### src/sv/hsv_rsc_pkg.sv
// Package: payload types, CORDIC angle table and shared constants.
`default_nettype none
package hsv_rsc_pkg;
	localparam int HueFracBitsDefault = 6;
	localparam int AngBits = 20;
	localparam int CordicSteps = 24;
	localparam int XyBits = 40;
	localparam int ZBits = 31;
	localparam int CfgWidth = 15;
	localparam int CfgIdxBits = 3;

	localparam logic [CfgIdxBits-1:0] REG_HUE_LOW = 3'd0;
	localparam logic [CfgIdxBits-1:0] REG_HUE_HIGH = 3'd1;
	localparam logic [CfgIdxBits-1:0] REG_SAT_LOW = 3'd2;
	localparam logic [CfgIdxBits-1:0] REG_SAT_HIGH = 3'd3;
	localparam logic [CfgIdxBits-1:0] REG_VAL_LOW = 3'd4;
	localparam logic [CfgIdxBits-1:0] REG_VAL_HIGH = 3'd5;

	typedef struct packed {
		logic [7:0] pixel_red;
		logic [7:0] pixel_green;
		logic [7:0] pixel_blue;
	} pix_in_t;

	typedef struct packed {
		logic [7:0] out_red;
		logic [7:0] out_green;
		logic [7:0] out_blue;
		logic       kept;
	} pix_out_t;

	// Data carried alongside the CORDIC through the pipe.
	typedef struct packed {
		pix_in_t    pix;
		logic [7:0] mx;
		logic [7:0] mn;
		logic       special;
		logic [8:0] special_deg;
	} side_t;

	function automatic logic signed [ZBits-1:0] atan_q20(input int i);
		logic signed [ZBits-1:0] t;
		case (i)
			0: t = 31'sd47185920;  1: t = 31'sd27855475;  2: t = 31'sd14718068;
			3: t = 31'sd7471121;   4: t = 31'sd3750058;   5: t = 31'sd1876857;
			6: t = 31'sd938658;    7: t = 31'sd469357;    8: t = 31'sd234682;
			9: t = 31'sd117342;   10: t = 31'sd58671;    11: t = 31'sd29335;
			12: t = 31'sd14668;   13: t = 31'sd7334;     14: t = 31'sd3667;
			15: t = 31'sd1833;    16: t = 31'sd917;      17: t = 31'sd458;
			18: t = 31'sd229;     19: t = 31'sd115;      20: t = 31'sd57;
			21: t = 31'sd29;      22: t = 31'sd14;       23: t = 31'sd7;
			default: t = '0;
		endcase
		return t;
	endfunction
endpackage
`default_nettype wire

### src/sv/hsv_rsc_cordic_stage.sv
// One pipeline stage of CORDIC vectoring: COUNT micro-rotations, registered.
`default_nettype none
module hsv_rsc_cordic_stage import hsv_rsc_pkg::*; #(
	parameter int FIRST = 0,
	parameter int COUNT = 4
) (
	input  wire  logic                    clk,
	input  wire  logic                    arst_n,
	input  wire  logic                    advance,
	input  wire  logic                    in_valid,
	input  wire  logic signed [XyBits-1:0] in_x,
	input  wire  logic signed [XyBits-1:0] in_y,
	input  wire  logic signed [ZBits-1:0]  in_z,
	input  wire  side_t                   in_side,
	output logic                          out_valid,
	output logic signed [XyBits-1:0]      out_x,
	output logic signed [XyBits-1:0]      out_y,
	output logic signed [ZBits-1:0]       out_z,
	output side_t                         out_side
);
	logic signed [XyBits-1:0] x_c, y_c, dx, dy;
	logic signed [ZBits-1:0]  z_c;

	// Arithmetic shift right is the floor of division by a power of two.
	always_comb begin
		x_c = in_x;
		y_c = in_y;
		z_c = in_z;
		for (int k = FIRST; k < FIRST + COUNT; k++) begin
			dx = x_c >>> k;
			dy = y_c >>> k;
			if (!y_c[XyBits-1]) begin
				x_c = x_c + dy;
				y_c = y_c - dx;
				z_c = z_c + atan_q20(k);
			end else begin
				x_c = x_c - dy;
				y_c = y_c + dx;
				z_c = z_c - atan_q20(k);
			end
		end
	end

	always_ff @(posedge clk or negedge arst_n) begin
		if (!arst_n) begin
			out_valid <= 1'b0;
		end else if (advance) begin
			out_valid <= in_valid;
		end
	end

	always_ff @(posedge clk) begin
		if (advance) begin
			out_x <= x_c;
			out_y <= y_c;
			out_z <= z_c;
			out_side <= in_side;
		end
	end
endmodule
`default_nettype wire

### config.mk
export PLATFORM = sky130hd
export DESIGN_NAME = hsv_rsc_cordic_stage
export DESIGN_NICKNAME = d
export VERILOG_FILES = /design/src/sv/hsv_rsc_pkg.sv /design/src/sv/hsv_rsc_cordic_stage.sv
export SDC_FILE = /design/constraint.sdc
export NUM_CORES = 2
export LEC_CHECK = 0
export BUFFER_PORTS_ARGS = -buffer_cell sky130_fd_sc_hd__buf_2
export CAP_MARGIN = 20
export CELL_PAD_IN_SITES_DETAIL_PLACEMENT = 0
export CELL_PAD_IN_SITES_GLOBAL_PLACEMENT = 1
export CORE_ASPECT_RATIO = 1.75
export CORE_MARGIN = 4
export CORE_UTILIZATION = 46
export DETAILED_ROUTE_END_ITERATION = 6
export HOLD_SLACK_MARGIN = 0.08
export PLACE_DENSITY_LB_ADDON = 0.25
export SETUP_SLACK_MARGIN = 0.02
export SYNTH_ARGS = -nofsm -noshare
export SYNTH_HDL_FRONTEND = slang
export SYNTH_SLANG_ARGS = --single-unit
### constraint.sdc
create_clock -name clk -period 1 [get_ports clk]
set_input_delay 0.1 -clock clk [delete_from_list [all_inputs] [get_ports clk]]
set_output_delay 0.1 -clock clk [all_outputs]
set_load 0.05 [all_outputs]
* Yosys cells after proc, flatten, opt, wreduce, memory -nomap -nowiden
Index checks and enable logic that the tools add are counted.
** Cells by class
- $add $sub $neg :: 23
- $mul :: 0
- Divide/modulo/power cells :: 0
- $lt $le $gt $ge :: 0
- Equal/unequal tests :: 0
- Shift operators :: 0
- Mux-type cells :: 20
- Bitwise operators :: 0
- Reduce and logical (&&, ||, !) cells :: 0
** Operators by type and width (number)
- 2-to-1 mux 31 bit :: 12
- 2-to-1 mux 40 bit :: 8
- adder 31 bit :: 4
- subtractor 31 bit :: 4
- adder 40 x 37 -> 40 bit :: 2
- adder 40 x 38 -> 40 bit :: 2
- adder 40 x 39 -> 40 bit :: 2
- subtractor 40 x 37 -> 40 bit :: 2
- subtractor 40 x 38 -> 40 bit :: 2
- subtractor 40 x 39 -> 40 bit :: 2
- subtractor 40 bit :: 2
- adder 40 bit :: 1
** Word-level totals
- Bits in registers :: 162
- Bits in latches :: 0
- Memory bits (writable) :: 0
- Memory bits (read-only) :: 0
- Bits of input ports :: 165
- Memories kept :: 0

* Longest topological paths before layout
- Depth in word-level cells :: 9
- Mapped depth :: 72

* Least setup slack after synthesis
OpenSTA, ideal clock, no wires.
- Path type :: input to register
- Start :: input in_x[4]
- End :: register out_x[38] (data pin)
- Arrival :: 15216 ps
- Data required time :: 742 ps
- Path slack :: -14473 ps
- Stages :: 68
- Buffers on the path :: 7
- Path through :: inv_1 -> ha_1 -> buf_2 -> nor4_1 -> o31a_1 -> o31ai_1 -> a21oi_1 -> o2111a_1 -> o21ai_1 -> a31o_1 -> a31o_2 -> xnor2_2 -> clkbuf_1 -> clkbuf_1 -> o21ai_0 -> ha_1 -> a21o_1 -> a21oi_1 -> [... 32 more ...] -> a21oi_1 -> o21bai_1 -> a21oi_1 -> o21bai_1 -> a21oi_1 -> o21ai_0 -> a21oi_1 -> o21bai_1 -> a21oi_1 -> o21ai_0 -> or4_1 -> a41oi_1 -> o21ai_0 -> o41a_1 -> a211o_1 -> a21o_1 -> a21oi_1 -> xnor2_1
** On the way
- Word-level cells in the longest chain between the ends :: 8
- Elaborated cells on any way between the ends :: 20
- Those cells by class :: add/sub: 13; mux: 7
** Ends and longest elaborated chain
- start, declared :: line hsv_rsc_cordic_stage.sv:11 : input wire logic signed [XyBits-1:0] in_x,
- adder 40 bit (tied with other cells) :: line hsv_rsc_cordic_stage.sv:33, hsv_rsc_cordic_stage.sv:38
- 2-to-1 mux 40 bit :: line hsv_rsc_cordic_stage.sv:32 : if (!y_c[XyBits-1]) begin
- subtractor 40 x 39 -> 40 bit (tied with other cells) :: line hsv_rsc_cordic_stage.sv:34 : y_c = y_c - dx;
- 2-to-1 mux 40 bit :: line hsv_rsc_cordic_stage.sv:32
- adder 40 x 38 -> 40 bit (tied with other cells) :: line hsv_rsc_cordic_stage.sv:33 : x_c = x_c + dy;
- 2-to-1 mux 40 bit :: line hsv_rsc_cordic_stage.sv:32
- adder 40 x 37 -> 40 bit or subtractor 40 x 37 -> 40 bit (tied branches) :: line hsv_rsc_cordic_stage.sv:33, hsv_rsc_cordic_stage.sv:37
- 2-to-1 mux 40 bit * :: line hsv_rsc_cordic_stage.sv:32
- via x_c[38] :: line hsv_rsc_cordic_stage.sv:21 : logic signed [XyBits-1:0] x_c, y_c, dx, dy;
- end signal, assigned :: line hsv_rsc_cordic_stage.sv:54 : out_x <= x_c;
- end, declared :: line hsv_rsc_cordic_stage.sv:16 : output logic signed [XyBits-1:0] out_x,
Mark *: on every way through the listed nets, which the timed path passes. The rest lies on a longest branch.
A chain may end at the register's enable or synchronous reset.

* Final worst setup path
- Start :: input in_y[1]
- End :: register out_y[38] (data pin)
** On the way
- Word-level cells in the longest chain between the ends :: 8
- Elaborated cells on any way between the ends :: 20
- Those cells by class :: add/sub: 13; mux: 7
** Ends and longest elaborated chain
- start, declared :: line hsv_rsc_cordic_stage.sv:12 : input wire logic signed [XyBits-1:0] in_y,
- adder 40 bit (tied with other cells) :: line hsv_rsc_cordic_stage.sv:33, hsv_rsc_cordic_stage.sv:38
- 2-to-1 mux 40 bit :: line hsv_rsc_cordic_stage.sv:32
- subtractor 40 x 39 -> 40 bit (tied with other cells) :: line hsv_rsc_cordic_stage.sv:34
- 2-to-1 mux 40 bit :: line hsv_rsc_cordic_stage.sv:32
- subtractor 40 x 38 -> 40 bit (tied with other cells) :: line hsv_rsc_cordic_stage.sv:34
- 2-to-1 mux 40 bit :: line hsv_rsc_cordic_stage.sv:32
- subtractor 40 x 37 -> 40 bit or adder 40 x 37 -> 40 bit (tied branches) :: line hsv_rsc_cordic_stage.sv:34, hsv_rsc_cordic_stage.sv:38
- 2-to-1 mux 40 bit * :: line hsv_rsc_cordic_stage.sv:32
- via y_c[38] :: line hsv_rsc_cordic_stage.sv:21
- end signal, assigned :: line hsv_rsc_cordic_stage.sv:55 : out_y <= y_c;
- end, declared :: line hsv_rsc_cordic_stage.sv:17 : output logic signed [XyBits-1:0] out_y,
Marks and branches as above.

==> impl_metrics.ini <==
[drt]
drt_first_pass_iters = 6
via_count = 42720
drc = 0
wire_per_inst_um = 18.50
postRouteAntennaNets = 0
drt_wl_total_um = 139900
drt_iter0_markers = 2773
route.detailed.vias_per_inst = 5.649

[die]
num_rows = 130
die_area_um2 = 77100
design.core.area_um2 = 71890
starting_density_of_the_core_pct = 46.43
floorplan.die.height_um = 364.3
die_width_um = 211.6
ioPinCount = 327

[yosys]
synthXorXnorAreaFrac_pct = 14.28
postSynthCellCount = 4336
ys_warn_count = 0
synthAdderAreaFrac_pct = 17.89
synthArstFlopShare_pct = 0.6173
synth_edf_count = 161
synth-seq-cells = 162
dominant_combinational_cell_family_by_area_after_synthesis = compound AO/OA/AOI/OAI gates
post_synth_instance_area_um2 = 33380
compound_cell_area_share_of_the_yosys_netlist_pct = 27.64
synth.yosys.seq_area_share_pct = 14.56
syn_area_per_cell_um2 = 7.698
synth.area.mux_share_pct = 0.9672
yosysUniqueCellTypes = 110
post_synth_simple_gate_area_pct = 19.96
ys.flop_type = edfxtp_1
syn_nets = 4971

[timing]
worst_hold_slack_ns = 0.2897
timing.final.max_slew_violations = 0
period_minus_slack_ns = 13.06
timing_hold_violations_final = 0
worst_pin_slew_ns = 0.8103
setup_viol = 315
min_period_over_period_pct = 1306
remaining_max_slew_budget_at_the_tightest_pin_pct = 45.98
worst_slack_ns = -12.06
fmaxAchievable_mhz = 76.58
finalClockSkew_ns = 0
grt_setup_unrepaired = yes

[clocking]
clock_tree_from_tritoncts = built
cts_buffers = 25
clock_insertion_delay_worst_skew_ns = 0.52
numClockSinks = 162
ctsLongestPathBuffers = 3
clock-root-buffer = clkbuf_16
cts.reportedPaths.clkPinSlew_ns = 0.10
clock_tree.htree_level_count = 4

[final_layout]
nets = 7264
layout.cells.non_filler = 7562
finalInstanceArea_um2 = 54530
syn_to_final_growth_pct = 63.38
layout-drive-gt1-share_pct = 41.91

[placement]
dp.final_hpwl_um = 107000
placedCellCount = 7347
gp_congestion = 1.025
detailedPlace.worstSlack_ns = -12.78
dpl_cell_area_um2 = 50490
io_buffer_count = 326

[global_routing]
grt_pass1_wl_um = 208100
antenna_found_initial = 7
gr-total-overflow = 0
grt_pass1_vias = 43470
grt_start_max_net_pins = 45
global_route.usage.total_pct = 32.65

[outcome]
outcome = complete, but fails checks
violations = negative setup slack

[hold_path]
timing.hold.worst.class = input pin to register

[setup_path]
timing.critical_path.from_type = input pin
worst-setup-path-type = input pin to register
path_max_fanout = 7
timing.critical_path.mode_cell = buf_4
cp_data_required_time_ns = 1.31
timing.critical_path.slowest_cell_delay_ns = 0.52
timing.critical_path.max_delay_family = compound AO/OA/AOI/OAI gates
timing.critical_path.arrival_ns = 13.36
critical-path-slowest-cell = or4b_4
path_buf_inv = 15
endpoint_kind = register

[job]
max_cap_viol_count = 0
-- layout make-up --
| class | count | area (µm²) |
|---|---|---|
| tap | 924 | 1156 |
| antenna | 5 | 12.51 |
| clock inverter | 5 | 27.53 |
| fill | 5377 | 17360 |
| inverter | 303 | 1166 |
| clock buffer | 26 | 629.4 |
| sequential | 162 | 4861 |
| timing repair buffer | 2372 | 17660 |
| multi-input combinational | 3765 | 29020 |
-- placed cells by master, fill, tap and decap left out, types with 31 or more instances in the layout --
cell type and count:
nor2b_1 59, and3_1 33, o31ai_1 33, xnor2_1 350, a21oi_2 58, or2_2 31
o21ai_0 212, nor2_1 349, a21oi_1 340, nor4_1 33, dlygate4sd3_1 55, a31oi_1 55
o21a_1 62, o211ai_1 36, edfxtp_1 161, nand2b_1 64, or3_1 39, o21ai_2 32
nand3_1 88, ha_1 439, inv_1 290, nand2_1 248, buf_4 1948, a21o_1 145
buf_2 295, nor3_1 112, a211oi_1 50, buf_6 54, nand4_1 44, o21ai_1 32
xor2_1 159, o21bai_1 68
-- state kept, by name, summed over array words and instances (netlist names) --
| signal | count |
|---|---|
| out_y | 40 |
| out_x | 40 |
| out_valid | 1 |
| out_side | 50 |
| out_z | 31 |
-- final timing paths --
path                              from      endpoint  cells past startpoint  slack [ns]
min reg2reg                  out_valid     out_valid                      1        0.59
max                            in_y[1]     out_y[38]                     68      -12.06
min                        in_side[35]  out_side[35]                      2        0.29
min in group asynchronous       arst_n     out_valid                      3        0.43
max in group asynchronous       arst_n     out_valid                      3        0.45
max reg2reg                  out_valid     out_valid                      1        0.18
-- timing repair --
| action | 4_1_cts | 5_1_grt |
|---|---|---|
| setup endpoints to repair | 272 | 369 |
| setup buffers | 73 | 60 |
| pin swaps | 165 | 131 |
| gates cloned | 1 | 0 |
| hold buffers | 55 | 0 |
| gates resized for setup | 244 | 215 |
| hold endpoints to repair | 65 | 0 |
-- synthesized netlist by cell type (all sizes together) (24+ instances only) --
cell      n  area share [%]
inv     300             3.4
o21ai   279             4.2
o31ai    46             1.0
and2     30            0.56
a211oi   64             1.5
nand2b   68             1.3
nor4     45            0.91
nand4    44            0.82
edfxtp  161              14
nand3    91             1.4
or3      47            0.91
and3     39            0.73
a31oi    58             1.1
a21o    146             3.3
nor2b    68             1.3
xnor2   371             9.8
o21a     62             1.4
clkbuf   78            0.88
nor3    126             1.9
ha      458              17
xor2    168             4.5
a21boi   24            0.54
mux2i    24            0.72
o211ai   38            0.94
nand2   257             2.9
o21bai   72             1.6
or2      38            0.71
nor2    373             4.2
buf      28            0.42
a21oi   404             6.1
-- routing by layer --
metal | part of all wire, % | GRT usage [%]
met1 | 34 | 31.48
met2 | 53 | 65.24
met3 | 4.6 | 2.181
met4 | 8.3 | 21.12
met5 | 0.0093 | 0
-- through the flow --
stage	util, %	setup TNS [ns]
2_1_floorplan	-	-1076.77
3_3_place_gp	70.23	-1202.36
3_5_place_dp	70.23	-1232.28
4_1_cts	74.11	-1148.35
5_1_grt	75.83	-1230.29
6_report	75.85	-1183.03
-- logic make-up (layout without fill, tap and decap cells) --
logic type,count (synthesis),in the layout
compound gates,1406,1406
xor+xnor,540,540
fa+ha+maj,470,470
buf+inv,409,2706
flops,162,162
mux,31,31
other cells,0,5
simple gates,1318,1318
Power is not shown: default switching activity piles up to over one toggle a cycle in this logic, so the estimate is an artifact.
